--- config.mk ---
export PLATFORM = sky130hd
export DESIGN_NAME = lba_to_chs_converter_unit
export DESIGN_NICKNAME = d
export VERILOG_FILES = /design/src/l2c_pkg.sv /design/src/l2c_div.sv /design/src/lba_to_chs_converter_unit.sv
export SDC_FILE = /design/constraint.sdc
export NUM_CORES = 2
export LEC_CHECK = 0
export BUFFER_PORTS_ARGS = -buffer_cell sky130_fd_sc_hd__buf_4
export CORE_MARGIN = 3
export CORE_UTILIZATION = 63
export CTS_CLUSTER_DIAMETER = 100
export DETAILED_ROUTE_END_ITERATION = 6
export GPL_TIMING_DRIVEN = 0
export HOLD_SLACK_MARGIN = 0.08
export PLACE_DENSITY = 0.8
export SETUP_SLACK_MARGIN = 0.1
export SYNTH_ARGS = -nofsm -noshare
export SYNTH_HDL_FRONTEND = slang
export SYNTH_SLANG_ARGS = --single-unit
--- constraint.sdc ---
create_clock -name i_clk -period 45.8 [get_ports i_clk]
set_clock_uncertainty 0.1 [all_clocks]
set_input_delay 6.87 -clock i_clk [delete_from_list [all_inputs] [get_ports i_clk]]
set_output_delay 6.87 -clock i_clk [all_outputs]
set_load 0.01 [all_outputs]
--- src/l2c_pkg.sv ---
// Package: types, register indexes and reset values of the LBA to CHS converter
package l2c_pkg;

    localparam int SECTOR_BITS_DEF = 32;
    localparam int DIV_BITS_PER_STAGE = 8;

    localparam int CFG_IDX_W  = 3;
    localparam int CFG_DATA_W = 32;

    localparam logic [CFG_IDX_W-1:0] CFG_HEAD_COUNT    = 3'd0;
    localparam logic [CFG_IDX_W-1:0] CFG_TRACK_SECTORS = 3'd1;
    localparam logic [CFG_IDX_W-1:0] CFG_CHS_LIMIT     = 3'd2;
    localparam logic [CFG_IDX_W-1:0] CFG_START_SAT     = 3'd3;
    localparam logic [CFG_IDX_W-1:0] CFG_END_SAT       = 3'd4;

    localparam logic [7:0]  HEAD_COUNT_RST    = 8'd255;
    localparam logic [5:0]  TRACK_SECTORS_RST = 6'd63;
    localparam logic [31:0] CHS_LIMIT_RST     = 32'd16450559;
    localparam logic [23:0] START_SAT_RST     = 24'hFFFFFE;
    localparam logic [23:0] END_SAT_RST       = 24'hFFFFFE;

    localparam logic STATUS_OK  = 1'b0;
    localparam logic STATUS_ERR = 1'b1;

    typedef struct packed {
        logic [31:0] first_lba;
        logic [31:0] sector_total;
    } t_in_item;

    typedef struct packed {
        logic        status;
        logic [23:0] start_chs;
        logic [23:0] end_chs;
    } t_out_item;

endpackage

--- src/l2c_div.sv ---
// Two-lane pipelined restoring divider by a shared narrow divisor
module l2c_div
    import l2c_pkg::*;
#(
    parameter int W   = SECTOR_BITS_DEF,
    parameter int DW  = 8,
    parameter int SW  = 1
) (
    input  logic                 i_clk,
    input  logic                 i_rst_n,
    input  logic                 i_en,
    input  logic                 i_valid,
    input  logic [1:0][W-1:0]    i_dvd,
    input  logic [DW-1:0]        i_dvs,
    input  logic [SW-1:0]        i_side,
    output logic                 o_valid,
    output logic [1:0][W-1:0]    o_quo,
    output logic [1:0][DW-1:0]   o_rem,
    output logic [SW-1:0]        o_side
);

    localparam int BPS = DIV_BITS_PER_STAGE;
    localparam int NS  = (W + BPS - 1) / BPS;

    logic [NS:0]               r_v;
    logic [1:0][W-1:0]         r_q    [NS+1];
    logic [1:0][DW-1:0]        r_r    [NS+1];
    logic [SW-1:0]             r_side [NS+1];
    logic [1:0][W-1:0]         n_q    [NS+1];
    logic [1:0][DW-1:0]        n_r    [NS+1];

    // one chunk of BPS quotient bits per rank
    always_comb begin
        logic [W-1:0]  q;
        logic [DW-1:0] rr;
        logic [DW:0]   t;
        n_q[0] = i_dvd;
        n_r[0] = '0;
        for (int s = 0; s < NS; s++) begin
            for (int l = 0; l < 2; l++) begin
                q  = r_q[s][l];
                rr = r_r[s][l];
                for (int k = 0; k < BPS; k++) begin
                    if (s * BPS + k < W) begin
                        t = {rr, q[W-1]};
                        q = {q[W-2:0], 1'b0};
                        if (t >= {1'b0, i_dvs}) begin
                            t    = t - {1'b0, i_dvs};
                            q[0] = 1'b1;
                        end
                        rr = t[DW-1:0];
                    end
                end
                n_q[s+1][l] = q;
                n_r[s+1][l] = rr;
            end
        end
    end

    always_ff @(posedge i_clk) begin
        if (!i_rst_n) begin
            r_v <= '0;
        end else if (i_en) begin
            r_v <= {r_v[NS-1:0], i_valid};
        end
    end

    always_ff @(posedge i_clk) begin
        if (i_en) begin
            r_side[0] <= i_side;
            for (int s = 0; s <= NS; s++) begin
                r_q[s] <= n_q[s];
                r_r[s] <= n_r[s];
            end
            for (int s = 1; s <= NS; s++) begin
                r_side[s] <= r_side[s-1];
            end
        end
    end

    assign o_valid = r_v[NS];
    assign o_quo   = r_q[NS];
    assign o_rem   = r_r[NS];
    assign o_side  = r_side[NS];

endmodule

--- src/lba_to_chs_converter_unit.sv ---
// Top level: LBA to CHS converter for one partition table entry
//
// Converts a partition's first LBA and length into MBR-packed start and end
// CHS words, one item per clock unless the output stalls. The pipeline
// holds an input rank, a rank that forms the last sector, then two
// pipelined restoring dividers (LBA / sectors per track, then that
// quotient / heads) that retire eight quotient bits per rank, and the
// output register. The whole pipeline advances together; it freezes
// only while a finished item sits in the output register and is stalled, so
// o_in_stall is high exactly then. Configuration is taken from the write
// port at any time but must only change while the pipeline is empty.
module lba_to_chs_converter_unit
    import l2c_pkg::*;
#(
    parameter int SECTOR_BITS = SECTOR_BITS_DEF
) (
    input  logic                  i_clk,
    input  logic                  i_rst_n,
    input  logic                  i_in_valid,
    output logic                  o_in_stall,
    input  t_in_item              i_in_item,
    output logic                  o_out_valid,
    input  logic                  i_out_stall,
    output t_out_item             o_out_item,
    input  logic                  i_cfg_we,
    input  logic [CFG_IDX_W-1:0]  i_cfg_idx,
    input  logic [CFG_DATA_W-1:0] i_cfg_data
);

    localparam int SB = SECTOR_BITS;

    // configuration registers
    logic [7:0]  r_hd;
    logic [5:0]  r_spt;
    logic [31:0] r_limit;
    logic [23:0] r_start_sat;
    logic [23:0] r_end_sat;

    always_ff @(posedge i_clk) begin
        if (!i_rst_n) begin
            r_hd        <= HEAD_COUNT_RST;
            r_spt       <= TRACK_SECTORS_RST;
            r_limit     <= CHS_LIMIT_RST;
            r_start_sat <= START_SAT_RST;
            r_end_sat   <= END_SAT_RST;
        end else if (i_cfg_we) begin
            case (i_cfg_idx)
                CFG_HEAD_COUNT:    r_hd        <= i_cfg_data[7:0];
                CFG_TRACK_SECTORS: r_spt       <= i_cfg_data[5:0];
                CFG_CHS_LIMIT:     r_limit     <= i_cfg_data;
                CFG_START_SAT:     r_start_sat <= i_cfg_data[23:0];
                CFG_END_SAT:       r_end_sat   <= i_cfg_data[23:0];
                default: ;
            endcase
        end
    end

    logic          w_en;
    logic [SB-1:0] w_limit;

    // global advance: only a stalled, full output register holds things up
    assign w_en       = !(o_out_valid && i_out_stall);
    assign o_in_stall = !w_en;
    assign w_limit    = SB'(r_limit);

    // rank A: input register, LBA reduced to SB bits
    logic          r_a_v;
    logic [SB-1:0] r_a_first;
    logic [SB-1:0] r_a_total;

    // rank B: last sector and the start-over-limit flag
    logic          r_b_v;
    logic [SB-1:0] r_b_first;
    logic [SB-1:0] r_b_last;
    logic          r_b_sov;

    always_ff @(posedge i_clk) begin
        if (!i_rst_n) begin
            r_a_v <= 1'b0;
            r_b_v <= 1'b0;
        end else if (w_en) begin
            r_a_v <= i_in_valid;
            r_b_v <= r_a_v;
        end
    end

    always_ff @(posedge i_clk) begin
        if (w_en) begin
            r_a_first <= SB'(i_in_item.first_lba);
            r_a_total <= SB'(i_in_item.sector_total);
            r_b_first <= r_a_first;
            r_b_last  <= r_a_first + r_a_total - SB'(1);
            r_b_sov   <= (r_a_first > w_limit);
        end
    end

    // first division: LBA / sectors per track, both sectors side by side
    logic              w_d1_v;
    logic [1:0][SB-1:0] w_d1_q;
    logic [1:0][5:0]   w_d1_r;
    logic [1:0]        w_d1_side;

    l2c_div #(.W(SB), .DW(6), .SW(2)) u_div_track (
        .i_clk   (i_clk),
        .i_rst_n (i_rst_n),
        .i_en    (w_en),
        .i_valid (r_b_v),
        .i_dvd   ({r_b_last, r_b_first}),
        .i_dvs   (r_spt),
        .i_side  ({r_b_last > w_limit, r_b_sov}),
        .o_valid (w_d1_v),
        .o_quo   (w_d1_q),
        .o_rem   (w_d1_r),
        .o_side  (w_d1_side)
    );

    // second division: track number / heads gives cylinder and head
    logic               w_d2_v;
    logic [1:0][SB-1:0] w_d2_q;
    logic [1:0][7:0]    w_d2_r;
    logic [13:0]        w_d2_side;

    l2c_div #(.W(SB), .DW(8), .SW(14)) u_div_head (
        .i_clk   (i_clk),
        .i_rst_n (i_rst_n),
        .i_en    (w_en),
        .i_valid (w_d1_v),
        .i_dvd   (w_d1_q),
        .i_dvs   (r_hd),
        .i_side  ({w_d1_r[1], w_d1_r[0], w_d1_side}),
        .o_valid (w_d2_v),
        .o_quo   (w_d2_q),
        .o_rem   (w_d2_r),
        .o_side  (w_d2_side)
    );

    // result formation: checks, packing, saturation
    logic       w_sov;
    logic       w_eov;
    logic [5:0] w_rem_s;
    logic [5:0] w_rem_e;
    logic [5:0] w_sect_s;
    logic [5:0] w_sect_e;
    logic [23:0] w_word_s;
    logic [23:0] w_word_e;
    t_out_item  n_out;

    assign w_sov    = w_d2_side[0];
    assign w_eov    = w_d2_side[1];
    assign w_rem_s  = w_d2_side[7:2];
    assign w_rem_e  = w_d2_side[13:8];
    assign w_sect_s = w_rem_s + 6'd1;
    assign w_sect_e = w_rem_e + 6'd1;
    // MBR layout: cyl[7:0], cyl[9:8], sector[5:0], head
    assign w_word_s = {w_d2_q[0][7:0], w_d2_q[0][9:8], w_sect_s, w_d2_r[0]};
    assign w_word_e = {w_d2_q[1][7:0], w_d2_q[1][9:8], w_sect_e, w_d2_r[1]};

    always_comb begin
        n_out = '{status: STATUS_ERR, start_chs: '0, end_chs: '0};
        if (w_sov) begin
            n_out = '{status: STATUS_OK, start_chs: r_start_sat, end_chs: r_end_sat};
        end else if (r_hd == '0 || r_spt == '0) begin
            n_out = '{status: STATUS_ERR, start_chs: '0, end_chs: '0};
        end else if (w_rem_s != '0 || (w_d2_r[0] != 8'd0 && w_d2_r[0] != 8'd1)) begin
            // start not on sector 1 of head 0 or 1
            n_out = '{status: STATUS_ERR, start_chs: '0, end_chs: '0};
        end else if (w_eov) begin
            n_out = '{status: STATUS_OK, start_chs: w_word_s, end_chs: r_end_sat};
        end else if (w_d2_r[1] != r_hd - 8'd1 || w_rem_e != r_spt - 6'd1) begin
            // end not on the last sector of the last head
            n_out = '{status: STATUS_ERR, start_chs: '0, end_chs: '0};
        end else begin
            n_out = '{status: STATUS_OK, start_chs: w_word_s, end_chs: w_word_e};
        end
    end

    // output register
    logic      r_out_v;
    t_out_item r_out;

    always_ff @(posedge i_clk) begin
        if (!i_rst_n) begin
            r_out_v <= 1'b0;
        end else if (w_en) begin
            r_out_v <= w_d2_v;
        end
    end

    always_ff @(posedge i_clk) begin
        if (w_en) begin
            r_out <= n_out;
        end
    end

    assign o_out_valid = r_out_v;
    assign o_out_item  = r_out;

endmodule

-- Yosys cells after proc, flatten, opt, wreduce, memory -nomap -nowiden
Memory sizes are Yosys's and may differ from the RTL's.
Index checks and enable logic that the tools add are counted.
- output and inout bits: 51
- bits of input ports: 104
- logic and storage cells: 572
- memory bits (writable): 860
- register bits: 285
- memories kept: 6
- memories (memory ; depth ; width ; read ports ; clocked after Yosys merged registers in ; wr ports ; line ; text):
    u_div_head.r_q ; 5 ; 64 ; 5 ; 0 ; 5 ; l2c_div.sv:26 ; logic [1:0][W-1:0] r_q [NS+1];
    u_div_track.r_q ; 5 ; 64 ; 5 ; 0 ; 5 ; l2c_div.sv:26 ;
    u_div_head.r_r ; 5 ; 16 ; 5 ; 0 ; 5 ; l2c_div.sv:27 ; logic [1:0][DW-1:0] r_r [NS+1];
    u_div_head.r_side ; 5 ; 14 ; 5 ; 0 ; 5 ; l2c_div.sv:28 ; logic [SW-1:0] r_side [NS+1];
    u_div_track.r_r ; 5 ; 12 ; 5 ; 0 ; 5 ; l2c_div.sv:27 ;
    u_div_track.r_side ; 5 ; 2 ; 5 ; 0 ; 5 ; l2c_div.sv:28 ;
- eq/ne operators: 7
- order comparisons: 130
- reduce and logical (&&, ||, !) cells: 15
- $add $sub $neg: 134
- muxes and demuxes: 262
- operators with widths (operator ; number):
    >= comparator 9 x 8 -> 1 bit ; 64
    two-way mux 8 bit ; 64
    subtractor 8 bit ; 64
    >= comparator 7 x 6 -> 1 bit ; 64
    two-way mux 6 bit ; 64
    subtractor 6 bit ; 64
    two-way mux 49 bit ; 4
    two-way mux 1 bit ; 129
    greater-than comparator 32 bit ; 2
    two-way mux 48 bit ; 1
    adder 32 bit ; 1
    subtractor 32 x 1 -> 32 bit (second input constant) ; 1
    adder 6 x 1 -> 6 bit (second input constant) ; 2
    AND reduction 2 bit ; 5
    logical NOT 8 bit ; 1
    inequality test 8 x 1 -> 1 bit (second input constant) ; 1
    inequality test 8 bit ; 1
    nonzero test 8 bit ; 1
    subtractor 8 x 1 -> 8 bit (second input constant) ; 1
    equality test 3 x 2 -> 1 bit (second input constant) ; 2
    logical NOT 6 bit ; 1
    inequality test 6 bit ; 1
    nonzero test 6 bit ; 1
    subtractor 6 x 1 -> 6 bit (second input constant) ; 1
    5 further kinds ; 8

-- Logic depth before layout (Yosys ltp)
An unclocked memory read counts as a cell.
- word-level depth: 17
- gate-level depth with buffers: 100
- mapped depth without buffers: 96

-- By module
A second synthesis with hierarchy kept.
- cell total of the unflattened synthesis: 8683
- area, all modules: 87757.9 um2
- modules (own cells, without submodules) (module ; area an instance (um2) ; instances ; seq. area each (um2) ; cells each):
    l2c_div at u_div_head ; 41168.2 ; 1 ; 13733.2 ; 4138
    l2c_div at u_div_track ; 32711.4 ; 1 ; 11451.0 ; 3200
    lba_to_chs_converter_unit ; 13878.3 ; 1 ; 7287.0 ; 1345

-- Worst setup path before layout
OpenSTA, ideal clock, no wires.
- path kind: in2reg
- start point: input port i_out_stall
- end point: register r_out, in the netlist o_out_item[0] (enable)
- buffers on the path: 1
- slack: 13473 ps
- data arrival time: 30650 ps
- setup time: 1577 ps
- cell stages on the path: 2
- required time: 44123 ps
- path through: nand2_1 clkbuf_1
- longest elaborated chain between the ends: 1
- RTL lines (item ; line ; text):
    start: declaration ; lba_to_chs_converter_unit.sv:23 ; input logic i_out_stall,
    logical AND 1 bit ; lba_to_chs_converter_unit.sv:62 ; assign w_en = !(o_out_valid && i_out_stall);
    end signal: assignment ; lba_to_chs_converter_unit.sv:191 ; r_out <= n_out;
    end: declaration ; lba_to_chs_converter_unit.sv:179 ; t_out_item r_out;
Every way passes these cells.
A chain may end at the register's enable or synchronous reset.

==> impl_metrics.yaml <==
status:
  outcome: "completed"
min_path:
  holdPathEnd: "u_div_track.r_q[0][247]$_DFFE_PN_"
  min_delay_path_depth: 0
  hold_path.class: "reg -> reg"
  min_from: "u_div_track.r_q[0][175]$_DFFE_PN_"
worst_setup_path:
  rr_worst_depth: 94
  timing.rr.start: "r_hd[1]$_SDFFE_PN1P_"
  arrival_ns: 24.11
  r2r_setup_slack_ns: 22.02
  critPathMaxStageDelay_ns: 0.73
  path_max_fanout: 64
  critPathCaptureType: "flop"
  reg2reg_to: "u_div_head.r_r[0][59]$_DFFE_PN_"
  cp_slowest_cell: "dfxtp_4"
  crit_required_ns: 46.13
  start_kind: "flop"
  crit_path_frequent_cell: "o21ai_0"
  path_class: "reg -> reg"
route:
  drc: 0
  drtIter0Drc: 5387
  drt-vias-per-instance: 6.277
  first_pass_iters: 6
  totalWireLength_um: 202600
  ant_nets: 0
  wire_per_inst_um: 20.01
  vias: 63550
synth:
  synth_cells: 8092
  yosysTopAreaCell: "edfxtp_1"
  ys_warn_count: 0
  seq_area_frac_synth_pct: 35.05
  syn_nets: 9327
  avgSynthCellArea_um2: 10.01
  synth_edf_count: 874
  ys_ff_latch: 981
  ys_types: 129
  yosysTopAreaCellShare_pct: 32.41
  ys_top_cells_by_area: "edfxtp_1, ha_1, mux2_2"
  synth_area_um2: 80990
  synthArstFlopShare_pct: 0
  ys.flop_type: "edfxtp_1"
grt:
  grt-busiest-layer: "met2"
  antenna_found_initial: 7
  grt_pass1_vias: 62530
  use_met1_pct: 40.21
  overflow: 0
  use_met3_pct: 4.462
  grt_usage_pct: 30.05
  grt_max_degree: 76
  grt_first_pass_wirelength_um: 321800
  grt_util_met2_pct: 49.28
floorplan:
  die-height_um: 364.5
  rows: 130
  io_pins: 155
  start_util_pct: 64.00
  die_w_um: 364.5
  die_area_um2: 132900
  core_region_area_um2: 126500
placement:
  routabilityCongestion: 0.9191
  port_buffers: 153
  hpwl_um: 151700
final_layout:
  syn_to_final_growth_pct: 9.509
  mostFrequentLayoutCells: "ha_1, edfxtp_1, inv_1"
  final_nets: 9617
  fillers: 9316
  layout-drive-gt1-share_pct: 10.95
  final_common_cell: "ha_1"
timing:
  setup_viol: 0
  period_minus_slack_ns: 23.78
  relSlewSlack_pct: 19.44
  drv_slew: 0
  timing.fmax_ghz: 0.04205
  tightest_slew_ns: 1.208
  fin_tns_setup_ns: 0
  min_period_over_period_pct: 51.92
  final_hold_viol_count: 0
  rsz0062_at_grt: "false"
clock_network:
  postCtsSetupRepairBufs: 0
  clk_pin_slew_worst_paths_ns: 0.07
  cts-root-buf: "clkbuf_16"
  clockBufferDepth: 3
  cts_tree: "built"
  ctsHoldBuffers: 0
  htree_levels: 3
  cts_resized: 0
  cts_buffers: 106
  clock_latency_ns: 0.72
  cts_sinks: 981
run:
  maxCapViolCount: 0
==> cells in the mapped netlist (125+ instances only) <==
library cell,count
a21o_1,270
fa_1,125
o21ai_0,467
o21a_1,135
mux2_2,337
nor2_1,482
nand3_1,186
ha_1,1006
inv_1,727
xor2_1,206
mux2i_1,190
nor2b_1,185
nand2_1,604
xnor2_1,309
edfxtp_1,874
a21oi_1,394
==> flip-flops by register name, summed over array words and instances (netlist names), 5 cells and up <==
name / cells
u_div_head.r_q: 184
u_div_head.r_v: 5
r_a_first: 32
u_div_track.r_side: 10
r_limit: 32
u_div_track.r_r: 48
u_div_track.r_v: 5
r_b_first: 32
r_end_sat: 24
u_div_head.r_side: 70
r_a_total: 32
r_spt: 6
u_div_track.r_q: 320
u_div_head.r_r: 64
r_hd: 8
r_b_last: 32
r_start_sat: 24
o_out_item: 49
==> how the worst max path moves through the flow <==
stage / from / to / slack [ns] / cells after the start
floorplan: i_out_stall / o_out_item[0]$_DFFE_PN_ / 13.47 / 2
global placement: i_out_stall / u_div_track.r_v[0]$_SDFFE_PN0N_ / 4.15 / 5
detailed placement: r_hd[1]$_SDFFE_PN1P_ / u_div_head.r_r[0][62]$_DFFE_PN_ / 22.52 / 94
CTS: r_hd[1]$_SDFFE_PN1P_ / u_div_head.r_r[0][59]$_DFFE_PN_ / 22.45 / 94
global route: r_hd[1]$_SDFFE_PN1P_ / u_div_head.r_r[0][60]$_DFFE_PN_ / 19.99 / 94
finish: r_hd[1]$_SDFFE_PN1P_ / u_div_head.r_r[0][59]$_DFFE_PN_ / 22.02 / 94
==> layout make-up <==
class	count	area (µm²)	area share, %
Multi-Input combinational cell	6268	49350	55.65
Clock buffer	130	2899	3.269
Clock inverter	70	757.0	0.8535
Buffer	99	450.4	0.5079
Tap cell	1650	2064	2.328
Sequential cell	981	28400	32.02
Timing Repair Buffer	182	1924	2.170
Inverter	744	2838	3.200
Antenna cell	1	2.502	0.002822
==> metal layers <==
layer	wire length [µm]	vias up	part of all wire, %
met4	7698	2	3.8
met3	15750	450	7.8
met5	13	-	0.0064
li1	-	30460	-
met1	86180	30400	43
met2	92970	2241	46
==> worst max-delay path: cells and delay by family (launching register included) <==
| family | cells | cell delay, ns |
|---|---|---|
| mux | 3 | 1.00 |
| fa+ha+maj | 8 | 2.55 |
| buf+inv | 12 | 2.35 |
| simple gates | 17 | 3.15 |
| flops | 1 | 0.73 |
| compound gates | 54 | 13.52 |
==> through the flow <==
stage	worst slack, ns	util [%]	instances	instance area (µm²)	hold WS, ns
after floorplan	13.47	-	8092	80990	0.3003
after global placement	4.153	66.54	9895	84200	0.3003
after detailed placement	22.52	67.19	9924	85030	0.3045
after CTS	22.45	70.08	10120	88690	0.2948
after global routing	19.99	70.08	10120	88690	0.2862
final	22.02	70.08	10130	88690	0.2973
==> cell families after synthesis <==
kind of cell             Yosys count  synth area share (%)
AND/OR/NAND/NOR                 2096                 12.79
AO/OA/AOI/OAI                   1975                 16.52
adder cells (fa/ha/maj)         1131                 18.63
flip-flops                       981                 35.05
buffers and inverters            843                 4.009
multiplexers                     551                 7.434
XOR/XNOR                         515                 5.569
Power is not shown: default switching activity piles up to over one toggle a cycle in this logic, so the estimate is an artifact.
